--- src/hdl/cflvt_pkg.sv ---
// Package for the CAN frame last-value table: field widths, outcome codes,
// default depth and the table control struct.
// No dependencies.
package cflvt_pkg;

    localparam int ID_W     = 29;
    localparam int CTRL_W   = 6;
    localparam int DATA_W   = 64;
    localparam int SLOT_W   = 5;
    localparam int OUTC_W   = 2;
    localparam int ECNT_W   = 6;

    localparam int TABLE_DEPTH_DEF = 32;

    localparam logic [OUTC_W-1:0] OUT_UPDATED  = 2'd0;
    localparam logic [OUTC_W-1:0] OUT_INSERTED = 2'd1;
    localparam logic [OUTC_W-1:0] OUT_DROPPED  = 2'd2;

    // Table access controls from the sequencer
    typedef struct packed {
        logic rd_en;   // read identifier memory
        logic id_we;   // write identifier
        logic rec_we;  // write control field and data
    } t_tbl_ctl;

endpackage

--- src/hdl/cflvt_in_if.sv ---
// Input channel interface: one received frame per transaction.
// Depends on cflvt_pkg.
interface cflvt_in_if;
    logic                          valid;
    logic                          ready;
    logic [cflvt_pkg::ID_W-1:0]    frame_id;
    logic [cflvt_pkg::CTRL_W-1:0]  control_bits;
    logic [cflvt_pkg::DATA_W-1:0]  payload;

    modport source (output valid, output frame_id, output control_bits, output payload,
                    input ready);
    modport sink   (input valid, input frame_id, input control_bits, input payload,
                    output ready);
endinterface

--- src/hdl/cflvt_out_if.sv ---
// Result channel interface: slot, outcome and entry count per transaction.
// Depends on cflvt_pkg.
interface cflvt_out_if;
    logic                          valid;
    logic                          ready;
    logic [cflvt_pkg::SLOT_W-1:0]  slot;
    logic [cflvt_pkg::OUTC_W-1:0]  outcome;
    logic [cflvt_pkg::ECNT_W-1:0]  entry_count;

    modport source (output valid, output slot, output outcome, output entry_count,
                    input ready);
    modport sink   (input valid, input slot, input outcome, input entry_count,
                    output ready);
endinterface

--- src/hdl/cflvt_table.sv ---
// Entry storage: identifier memory with registered read, record memory
// for control field and data. Depends on cflvt_pkg.
module cflvt_table #(
    parameter int TABLE_DEPTH = cflvt_pkg::TABLE_DEPTH_DEF,
    parameter int IDX_W       = (TABLE_DEPTH > 1) ? $clog2(TABLE_DEPTH) : 1
) (
    input  logic                          i_clk,
    input  cflvt_pkg::t_tbl_ctl           i_ctl,
    input  logic [IDX_W-1:0]              i_rd_addr,
    input  logic [IDX_W-1:0]              i_wr_addr,
    input  logic [cflvt_pkg::ID_W-1:0]    i_wr_id,
    input  logic [cflvt_pkg::CTRL_W-1:0]  i_wr_ctrl,
    input  logic [cflvt_pkg::DATA_W-1:0]  i_wr_data,
    output logic [cflvt_pkg::ID_W-1:0]    o_rd_id
);

    logic [cflvt_pkg::ID_W-1:0]   r_id_mem   [TABLE_DEPTH];
    logic [cflvt_pkg::CTRL_W-1:0] r_ctrl_mem [TABLE_DEPTH];
    logic [cflvt_pkg::DATA_W-1:0] r_data_mem [TABLE_DEPTH];
    logic [cflvt_pkg::ID_W-1:0]   r_rd_id;

    always_ff @(posedge i_clk) begin
        if (i_ctl.id_we) begin
            r_id_mem[i_wr_addr] <= i_wr_id;
        end
        if (i_ctl.rd_en) begin
            r_rd_id <= r_id_mem[i_rd_addr];
        end
    end

    always_ff @(posedge i_clk) begin
        if (i_ctl.rec_we) begin
            r_ctrl_mem[i_wr_addr] <= i_wr_ctrl;
            r_data_mem[i_wr_addr] <= i_wr_data;
        end
    end

    assign o_rd_id = r_rd_id;

endmodule

--- src/hdl/can_frame_last_value_table.sv ---
// CAN frame last-value table, top level: sequencer, count and result register.
// One frame at a time, with a serial scan over the identifier memory read
// port; the next frame is taken while a result waits.
// Reset (synchronous, active low) clears the entry count and control; the
// memories are not cleared, only entries below the count are ever read.
module can_frame_last_value_table #(
    parameter int TABLE_DEPTH = cflvt_pkg::TABLE_DEPTH_DEF
) (
    input  logic        i_clk,
    input  logic        i_rst_n,
    cflvt_in_if.sink    i_in,
    cflvt_out_if.source o_out
);

    localparam int IDX_W   = (TABLE_DEPTH > 1) ? $clog2(TABLE_DEPTH) : 1;
    localparam int CNT_W   = $clog2(TABLE_DEPTH + 1);
    localparam int SLOT_XW = (IDX_W > cflvt_pkg::SLOT_W) ? IDX_W : cflvt_pkg::SLOT_W;
    localparam int CNT_XW  = (CNT_W > cflvt_pkg::ECNT_W) ? CNT_W : cflvt_pkg::ECNT_W;

    typedef enum logic [2:0] {
        ST_IDLE  = 3'b001,
        ST_SCAN  = 3'b010,
        ST_WRITE = 3'b100
    } t_state;

    t_state                          r_state, n_state;

    // Held transaction
    logic [cflvt_pkg::ID_W-1:0]      r_key;
    logic [cflvt_pkg::CTRL_W-1:0]    r_ctrl;
    logic [cflvt_pkg::DATA_W-1:0]    r_data;

    // Scan pipeline: read issue index, compare stage index/valid
    logic [IDX_W-1:0]                r_rd_idx;
    logic [IDX_W-1:0]                r_cmp_idx;
    logic                            r_cmp_v;
    logic                            r_hit;
    logic [IDX_W-1:0]                r_slot;

    logic [CNT_W-1:0]                r_count;

    // Result register
    logic                            r_out_valid;
    logic [cflvt_pkg::SLOT_W-1:0]    r_out_slot;
    logic [cflvt_pkg::OUTC_W-1:0]    r_out_outcome;
    logic [cflvt_pkg::ECNT_W-1:0]    r_out_count;

    cflvt_pkg::t_tbl_ctl             tbl_ctl;
    logic [IDX_W-1:0]                wr_addr;
    logic [cflvt_pkg::ID_W-1:0]      rd_id;

    logic                            in_acc;
    logic                            out_free;
    logic                            cmp_match;
    logic                            cmp_last;
    logic                            room;
    logic                            commit;
    logic [IDX_W-1:0]                res_slot;
    logic [cflvt_pkg::OUTC_W-1:0]    res_outcome;
    logic [CNT_W-1:0]                res_count;
    logic [SLOT_XW-1:0]              slot_x;
    logic [CNT_XW-1:0]               cnt_x;

    assign in_acc    = i_in.valid && i_in.ready;
    assign out_free  = !r_out_valid || o_out.ready;
    assign cmp_match = r_cmp_v && (rd_id == r_key);
    assign cmp_last  = r_cmp_v && ((CNT_W'(r_cmp_idx) + CNT_W'(1)) == r_count);
    assign room      = r_count < CNT_W'(TABLE_DEPTH);
    assign commit    = (r_state == ST_WRITE) && out_free;

    assign i_in.ready = (r_state == ST_IDLE);

    // Outcome of the held frame once the scan has finished
    always_comb begin
        priority if (r_hit) begin
            res_slot    = r_slot;
            res_outcome = cflvt_pkg::OUT_UPDATED;
            res_count   = r_count;
        end else if (room) begin
            res_slot    = IDX_W'(r_count);
            res_outcome = cflvt_pkg::OUT_INSERTED;
            res_count   = r_count + CNT_W'(1);
        end else begin
            res_slot    = '0;
            res_outcome = cflvt_pkg::OUT_DROPPED;
            res_count   = r_count;
        end
    end

    // Fields reported modulo their widths
    assign slot_x = SLOT_XW'(res_slot);
    assign cnt_x  = CNT_XW'(res_count);

    assign wr_addr        = res_slot;
    assign tbl_ctl.rd_en  = (r_state == ST_SCAN);
    assign tbl_ctl.id_we  = commit && !r_hit && room;
    assign tbl_ctl.rec_we = commit && (r_hit || room);

    always_comb begin
        n_state = r_state;
        unique case (r_state)
            ST_IDLE: begin
                if (in_acc) begin
                    n_state = (r_count == '0) ? ST_WRITE : ST_SCAN;
                end
            end
            ST_SCAN: begin
                if (cmp_match || cmp_last) begin
                    n_state = ST_WRITE;
                end
            end
            ST_WRITE: begin
                if (out_free) begin
                    n_state = ST_IDLE;
                end
            end
            default: n_state = ST_IDLE;
        endcase
    end

    always_ff @(posedge i_clk) begin
        if (!i_rst_n) begin
            r_state     <= ST_IDLE;
            r_count     <= '0;
            r_out_valid <= 1'b0;
            r_cmp_v     <= 1'b0;
            r_hit       <= 1'b0;
        end else begin
            r_state <= n_state;
            if (in_acc) begin
                r_cmp_v <= 1'b0;
                r_hit   <= 1'b0;
            end else if (r_state == ST_SCAN) begin
                r_cmp_v <= !(cmp_match || cmp_last);
                if (cmp_match) begin
                    r_hit <= 1'b1;
                end
            end
            if (commit) begin
                r_count     <= res_count;
                r_out_valid <= 1'b1;
            end else if (o_out.ready) begin
                r_out_valid <= 1'b0;
            end
        end
    end

    // Payload and index registers, no reset
    always_ff @(posedge i_clk) begin
        if (in_acc) begin
            r_key    <= i_in.frame_id;
            r_ctrl   <= i_in.control_bits;
            r_data   <= i_in.payload;
            r_rd_idx <= '0;
        end else if (r_state == ST_SCAN) begin
            r_cmp_idx <= r_rd_idx;
            // hold at the last stored entry; surplus reads are discarded
            if ((CNT_W'(r_rd_idx) + CNT_W'(1)) < r_count) begin
                r_rd_idx <= r_rd_idx + IDX_W'(1);
            end
            if (cmp_match) begin
                r_slot <= r_cmp_idx;
            end
        end
        if (commit) begin
            r_out_slot    <= slot_x[cflvt_pkg::SLOT_W-1:0];
            r_out_outcome <= res_outcome;
            r_out_count   <= cnt_x[cflvt_pkg::ECNT_W-1:0];
        end
    end

    cflvt_table #(
        .TABLE_DEPTH (TABLE_DEPTH),
        .IDX_W       (IDX_W)
    ) u_table (
        .i_clk     (i_clk),
        .i_ctl     (tbl_ctl),
        .i_rd_addr (r_rd_idx),
        .i_wr_addr (wr_addr),
        .i_wr_id   (r_key),
        .i_wr_ctrl (r_ctrl),
        .i_wr_data (r_data),
        .o_rd_id   (rd_id)
    );

    assign o_out.valid       = r_out_valid;
    assign o_out.slot        = r_out_slot;
    assign o_out.outcome     = r_out_outcome;
    assign o_out.entry_count = r_out_count;

endmodule

--- src/flat_wrapper.sv ---
// flat-port wrapper written by rule: the top's interface ports become plain ports
module can_frame_last_value_table_flat 
#(
    parameter int TABLE_DEPTH = cflvt_pkg::TABLE_DEPTH_DEF
)
  (i_clk, i_rst_n, i_in_valid, i_in_frame_id, i_in_control_bits, i_in_payload, i_in_ready, o_out_valid, o_out_slot, o_out_outcome, o_out_entry_count, o_out_ready);
  cflvt_in_if i_in_i ();
  cflvt_out_if o_out_i ();
  input  logic i_clk;
  input  logic i_rst_n;
  input wire logic [$bits(i_in_i.valid)-1:0] i_in_valid;
  input wire logic [$bits(i_in_i.frame_id)-1:0] i_in_frame_id;
  input wire logic [$bits(i_in_i.control_bits)-1:0] i_in_control_bits;
  input wire logic [$bits(i_in_i.payload)-1:0] i_in_payload;
  output wire logic [$bits(i_in_i.ready)-1:0] i_in_ready;
  output wire logic [$bits(o_out_i.valid)-1:0] o_out_valid;
  output wire logic [$bits(o_out_i.slot)-1:0] o_out_slot;
  output wire logic [$bits(o_out_i.outcome)-1:0] o_out_outcome;
  output wire logic [$bits(o_out_i.entry_count)-1:0] o_out_entry_count;
  input wire logic [$bits(o_out_i.ready)-1:0] o_out_ready;
  assign i_in_i.valid = i_in_valid;
  assign i_in_i.frame_id = i_in_frame_id;
  assign i_in_i.control_bits = i_in_control_bits;
  assign i_in_i.payload = i_in_payload;
  assign i_in_ready = i_in_i.ready;
  assign o_out_valid = o_out_i.valid;
  assign o_out_slot = o_out_i.slot;
  assign o_out_outcome = o_out_i.outcome;
  assign o_out_entry_count = o_out_i.entry_count;
  assign o_out_i.ready = o_out_ready;
  can_frame_last_value_table #(.TABLE_DEPTH(TABLE_DEPTH)) u_core (.i_clk(i_clk), .i_rst_n(i_rst_n), .i_in(i_in_i), .o_out(o_out_i));
endmodule
--- config.mk ---
export PLATFORM = sky130hd
export DESIGN_NAME = can_frame_last_value_table_flat
export DESIGN_NICKNAME = d
export VERILOG_FILES = /design/src/hdl/cflvt_pkg.sv /design/src/hdl/cflvt_in_if.sv /design/src/hdl/cflvt_out_if.sv /design/src/hdl/cflvt_table.sv /design/src/hdl/can_frame_last_value_table.sv /design/src/flat_wrapper.sv
export SDC_FILE = /design/constraint.sdc
export NUM_CORES = 1
export LEC_CHECK = 0
export BUFFER_PORTS_ARGS = -buffer_cell sky130_fd_sc_hd__buf_2
export CORE_MARGIN = 5
export CORE_UTILIZATION = 42
export CTS_CLUSTER_DIAMETER = 30
export DETAILED_ROUTE_END_ITERATION = 16
export SETUP_SLACK_MARGIN = 0.3
export SLEW_MARGIN = 30
export SYNTH_ARGS = -nofsm -noshare
export SYNTH_HDL_FRONTEND = slang
export SYNTH_SLANG_ARGS = --single-unit
--- constraint.sdc ---
create_clock -name i_clk -period 8.7 [get_ports i_clk]
set_clock_uncertainty 0.15 [all_clocks]
set_input_delay 0.87 -clock i_clk [delete_from_list [all_inputs] [get_ports i_clk]]
set_output_delay 0.87 -clock i_clk [all_outputs]
set_load 0.02 [all_outputs]
==> impl_summary.log <==
INFO  metric cts_bufs_inserted = 159
INFO  metric critical_path.slowest_cell = sky130_fd_sc_hd__dfxtp_4
INFO  metric area_growth_syn_to_layout = 19.6%
INFO  metric cells_resized_by_post_cts_repair = 0
INFO  metric synth.yosys.seq_area_share = 78.2%
INFO  metric period_needed = 4.11 ns
INFO  metric cp_slowest_stage_delay = 0.90 ns
INFO  metric tns = 0 ns
INFO  metric clockRootBuffer = sky130_fd_sc_hd__clkbuf_16
INFO  metric final_antenna_net_count = 0
INFO  metric syn-mean-instance-area = 23.9 um^2
INFO  metric critPathMaxFanout = 52
INFO  metric use_met2 = 28.1%
INFO  metric mostFrequentLayoutCells = 1,009 x sky130_fd_sc_hd__edfxtp_1, 290 x sky130_fd_sc_hd__mux4_2, 162 x sky130_fd_sc_hd__clkbuf_16, 58 x sky130_fd_sc_hd__buf_4, 47 x sky130_fd_sc_hd__buf_2
INFO  metric setup.worst_path.end_class = flip-flop
INFO  metric routed_wire_length_per_instance = 27.4 um
INFO  metric clockBufferDepth = 3
INFO  metric worst_hold_path_type = in2reg
INFO  metric min_period_over_period = 47.2%
INFO  metric post-place-cells = 2,926
INFO  metric worst_slew_pin_slew = 0.970 ns
INFO  metric cts_num_sinks = 1,026
INFO  metric start_kind = flip-flop
INFO  metric criticalPathCategory = reg2reg
INFO  metric die-area = 0.0995 mm^2
INFO  metric count_of_hold_fix_buffers_inserted_at_cts = 0
INFO  metric postSynthNetCount = 1,751
INFO  metric grt_use_met3 = 3.95%
INFO  metric powerDensity = 255 mW/mm^2
INFO  metric critical-path-top-delay-family = buffers and inverters
INFO  metric grt_first_pass_wirelength = 128 mm
INFO  metric drc_errors_left = 0
INFO  metric die_h = 315 um
INFO  metric crit_arrival = 4.42 ns
INFO  metric postCtsSetupRepairBufs = 0
INFO  metric dr_total_vias = 17.9k
INFO  metric tritoncts_clock_tree = yes
INFO  metric synth.lib_cells_used.distinct = 39
INFO  metric grt_overflow_total = 0
INFO  metric fmaxAchievable = 0.243 GHz
INFO  metric portBuffers = 47
INFO  metric number_of_i_o_pins = 118
INFO  metric first_global_vias = 18.6k
INFO  metric design.core.area = 0.0929 mm^2
INFO  metric regArea = 0.0307 mm^2
INFO  metric initial_antenna_violation_count = 1
INFO  metric routed_via_density = 5.56
INFO  metric clk_pin_slew_worst_paths = 0.06 ns
INFO  metric cp.buffers_inverters = 2
INFO  metric timing_max_transition_violations_final = 0
INFO  metric fraction_of_final_layout_cells_sized_beyond_drive_strength_1 = 37.7%
INFO  metric leak = 14.4 nW
INFO  metric final_hold_viol_count = 0
INFO  metric vdd_drop_max = 0.189 mV
INFO  metric use_met1 = 25.9%
INFO  metric nFillCells = 7,205
INFO  metric cts_htree_levels = 4
INFO  metric worst_slew_margin_rel = 35.4%
INFO  metric synthesis_stage_register_bit_count = 1,026
INFO  metric grt_max_degree = 92
INFO  metric max-cap-violations = 0
INFO  metric design.final.nets = 1,959
INFO  metric drt_first_iter_violations = 1,738
INFO  metric drt_pass1_iterations = 5
INFO  metric synth_warnings = 0
INFO  metric mapped_cell_area = 0.0392 mm^2
INFO  metric power = 0.0119 W
INFO  metric critical_path_required = 9.01 ns
INFO  metric synthesis.instances = 1,638
INFO  metric clk_latency = 0.71 ns
INFO  metric core.rowCount = 112
INFO  metric number_of_non_filler_instances_in_the_completed_layout = 3,221
INFO  metric drt-total-wl = 88.3 mm
INFO  metric initial_utilization = 42.2%
INFO  metric multi_input_comb_area = 0.00839 mm^2
INFO  metric grt_busiest_layer = met2
INFO  metric setup_viol = 0
INFO  metric track_usage = 18.0%
INFO  metric layout.core_utilization = 50.4%
INFO  metric antenna_cells = 0
INFO  metric place_congestion = 0.735
INFO  metric outcome = completed
INFO  metric detailed_place_hpwl = 45.2 mm
INFO  metric rsz0062_at_grt = no
INFO  metric timing.critical_path.cells = buf_4, buf_4, mux4_2, mux4_2, mux2_2
INFO  metric die-width = 315 um
INFO  metric layout_commonest_cell = sky130_fd_sc_hd__edfxtp_1
-- layout make-up --
| cell class | instances | share of cell area, % |
|---|---|---|
| sequential | 1026 | 65.4 |
| multi-input combinational | 522 | 17.9 |
| clock buffer | 170 | 8.71 |
| tap | 1254 | 3.35 |
| clock inverter | 112 | 2.57 |
| timing repair buffer | 121 | 1.93 |
| inverter | 16 | 0.128 |
-- layer usage --
metal	up-vias	wire, um	share of wire, %
met1	9675	37900	43
li1	7438	-	-
met4	0	1660	1.9
met3	134	6250	7.1
met5	-	0	0
met2	662	42500	48
-- worst paths after layout --
kind | start | to | slack (ns) | depth (start not counted)
setup reg to reg | u_core.r_rd_idx[1] | u_core.u_table.o_rd_id[7] | 4.59 | 5
hold reg to reg | u_core.r_cmp_idx[1] | u_core.r_slot[1] | 0.34 | 0
hold / removal | i_in_frame_id[21] | u_core.r_key[21] | 0.18 | 1
setup / recovery | u_core.r_rd_idx[1] | u_core.u_table.o_rd_id[7] | 4.59 | 5
-- flip-flops by register name (all words and copies together) (netlist names) --
register / cells
u_core.r_hit: 1
u_core.o_out.entry_count: 6
u_core.u_table.r_id_mem: 928
u_core.r_slot: 5
u_core.r_key: 29
u_core.r_cmp_v: 1
u_core.r_rd_idx: 5
u_core.r_state: 3
u_core.r_cmp_idx: 5
u_core.o_out.valid: 1
u_core.o_out.outcome: 2
u_core.u_table.o_rd_id: 29
u_core.r_count: 6
u_core.o_out.slot: 5
-- Yosys cell counts --
master	instances	area share, %
sky130_fd_sc_hd__o211ai_1	1	0.019
sky130_fd_sc_hd__mux4_2	290	17
sky130_fd_sc_hd__or3b_2	1	0.022
sky130_fd_sc_hd__a2bb2oi_1	1	0.022
sky130_fd_sc_hd__a22oi_1	4	0.077
sky130_fd_sc_hd__a21o_1	1	0.019
sky130_fd_sc_hd__clkbuf_1	34	0.33
sky130_fd_sc_hd__inv_1	16	0.15
sky130_fd_sc_hd__nand3b_1	1	0.019
sky130_fd_sc_hd__xnor2_1	45	1.0
sky130_fd_sc_hd__xor2_1	2	0.045
sky130_fd_sc_hd__a21oi_1	6	0.077
sky130_fd_sc_hd__dfxtp_1	17	0.87
sky130_fd_sc_hd__nor3_1	2	0.026
sky130_fd_sc_hd__or3_1	2	0.032
sky130_fd_sc_hd__nor4_1	4	0.064
sky130_fd_sc_hd__nand2b_1	3	0.048
sky130_fd_sc_hd__nand4_1	9	0.14
sky130_fd_sc_hd__buf_6	5	0.14
sky130_fd_sc_hd__nand2_1	19	0.18
sky130_fd_sc_hd__a21boi_0	1	0.019
sky130_fd_sc_hd__nor3b_1	2	0.038
sky130_fd_sc_hd__and3_1	3	0.048
sky130_fd_sc_hd__o211a_1	1	0.026
sky130_fd_sc_hd__buf_1	12	0.11
sky130_fd_sc_hd__nand3_1	16	0.20
sky130_fd_sc_hd__a211o_1	1	0.022
sky130_fd_sc_hd__and2_1	3	0.048
sky130_fd_sc_hd__mux2i_1	2	0.051
sky130_fd_sc_hd__o21ai_0	6	0.077
sky130_fd_sc_hd__a211oi_1	3	0.057
sky130_fd_sc_hd__ha_1	10	0.32
sky130_fd_sc_hd__or2_2	1	0.016
sky130_fd_sc_hd__o21a_1	2	0.038
sky130_fd_sc_hd__buf_2	23	0.29
sky130_fd_sc_hd__mux2_2	31	0.89
sky130_fd_sc_hd__o21ba_2	1	0.026
sky130_fd_sc_hd__nor2_1	48	0.46
sky130_fd_sc_hd__edfxtp_1	1009	77
-- report_power, final --
part           switching [W]  internal [W]  leakage (nW)  total, W
clock                0.00226       0.00395          2.55   0.00621
sequential         0.0000281       0.00550          9.23   0.00553
combinational       0.000140     0.0000496          2.63  0.000190
-- through the flow --
step	instance area, um^2	hold slack (ns)	worst slack (ns)
2_1_floorplan	39200	0.256	4.94
3_5_place_dp	41400	0.332	4.42
3_3_place_gp	41400	0.324	4.42
4_1_cts	46700	0.132	4.42
6_report	46900	0.178	4.59
5_1_grt	46900	0.141	4.34
-- worst reg2reg max path: stages, from the launching register on --
cell and delay [ns]:
sky130_fd_sc_hd__dfxtp_4 0.90, sky130_fd_sc_hd__buf_4 0.74, sky130_fd_sc_hd__buf_4 0.78, sky130_fd_sc_hd__mux4_2 0.45
sky130_fd_sc_hd__mux4_2 0.55, sky130_fd_sc_hd__mux2_2 0.29
-- cells by family after synthesis --
kind of cell | after synthesis | synth area share [%]
AOI/OAI and AO/OA | 28 | 0.479
adders and majority gates | 10 | 0.319
xor gates and xnor gates | 47 | 1.05
and+or+nand+nor | 114 | 1.35
buffers and inverters | 90 | 1.03
muxes | 323 | 17.6
DFF | 1026 | 78.2
Note: power is estimated with default switching activity, not from simulation.
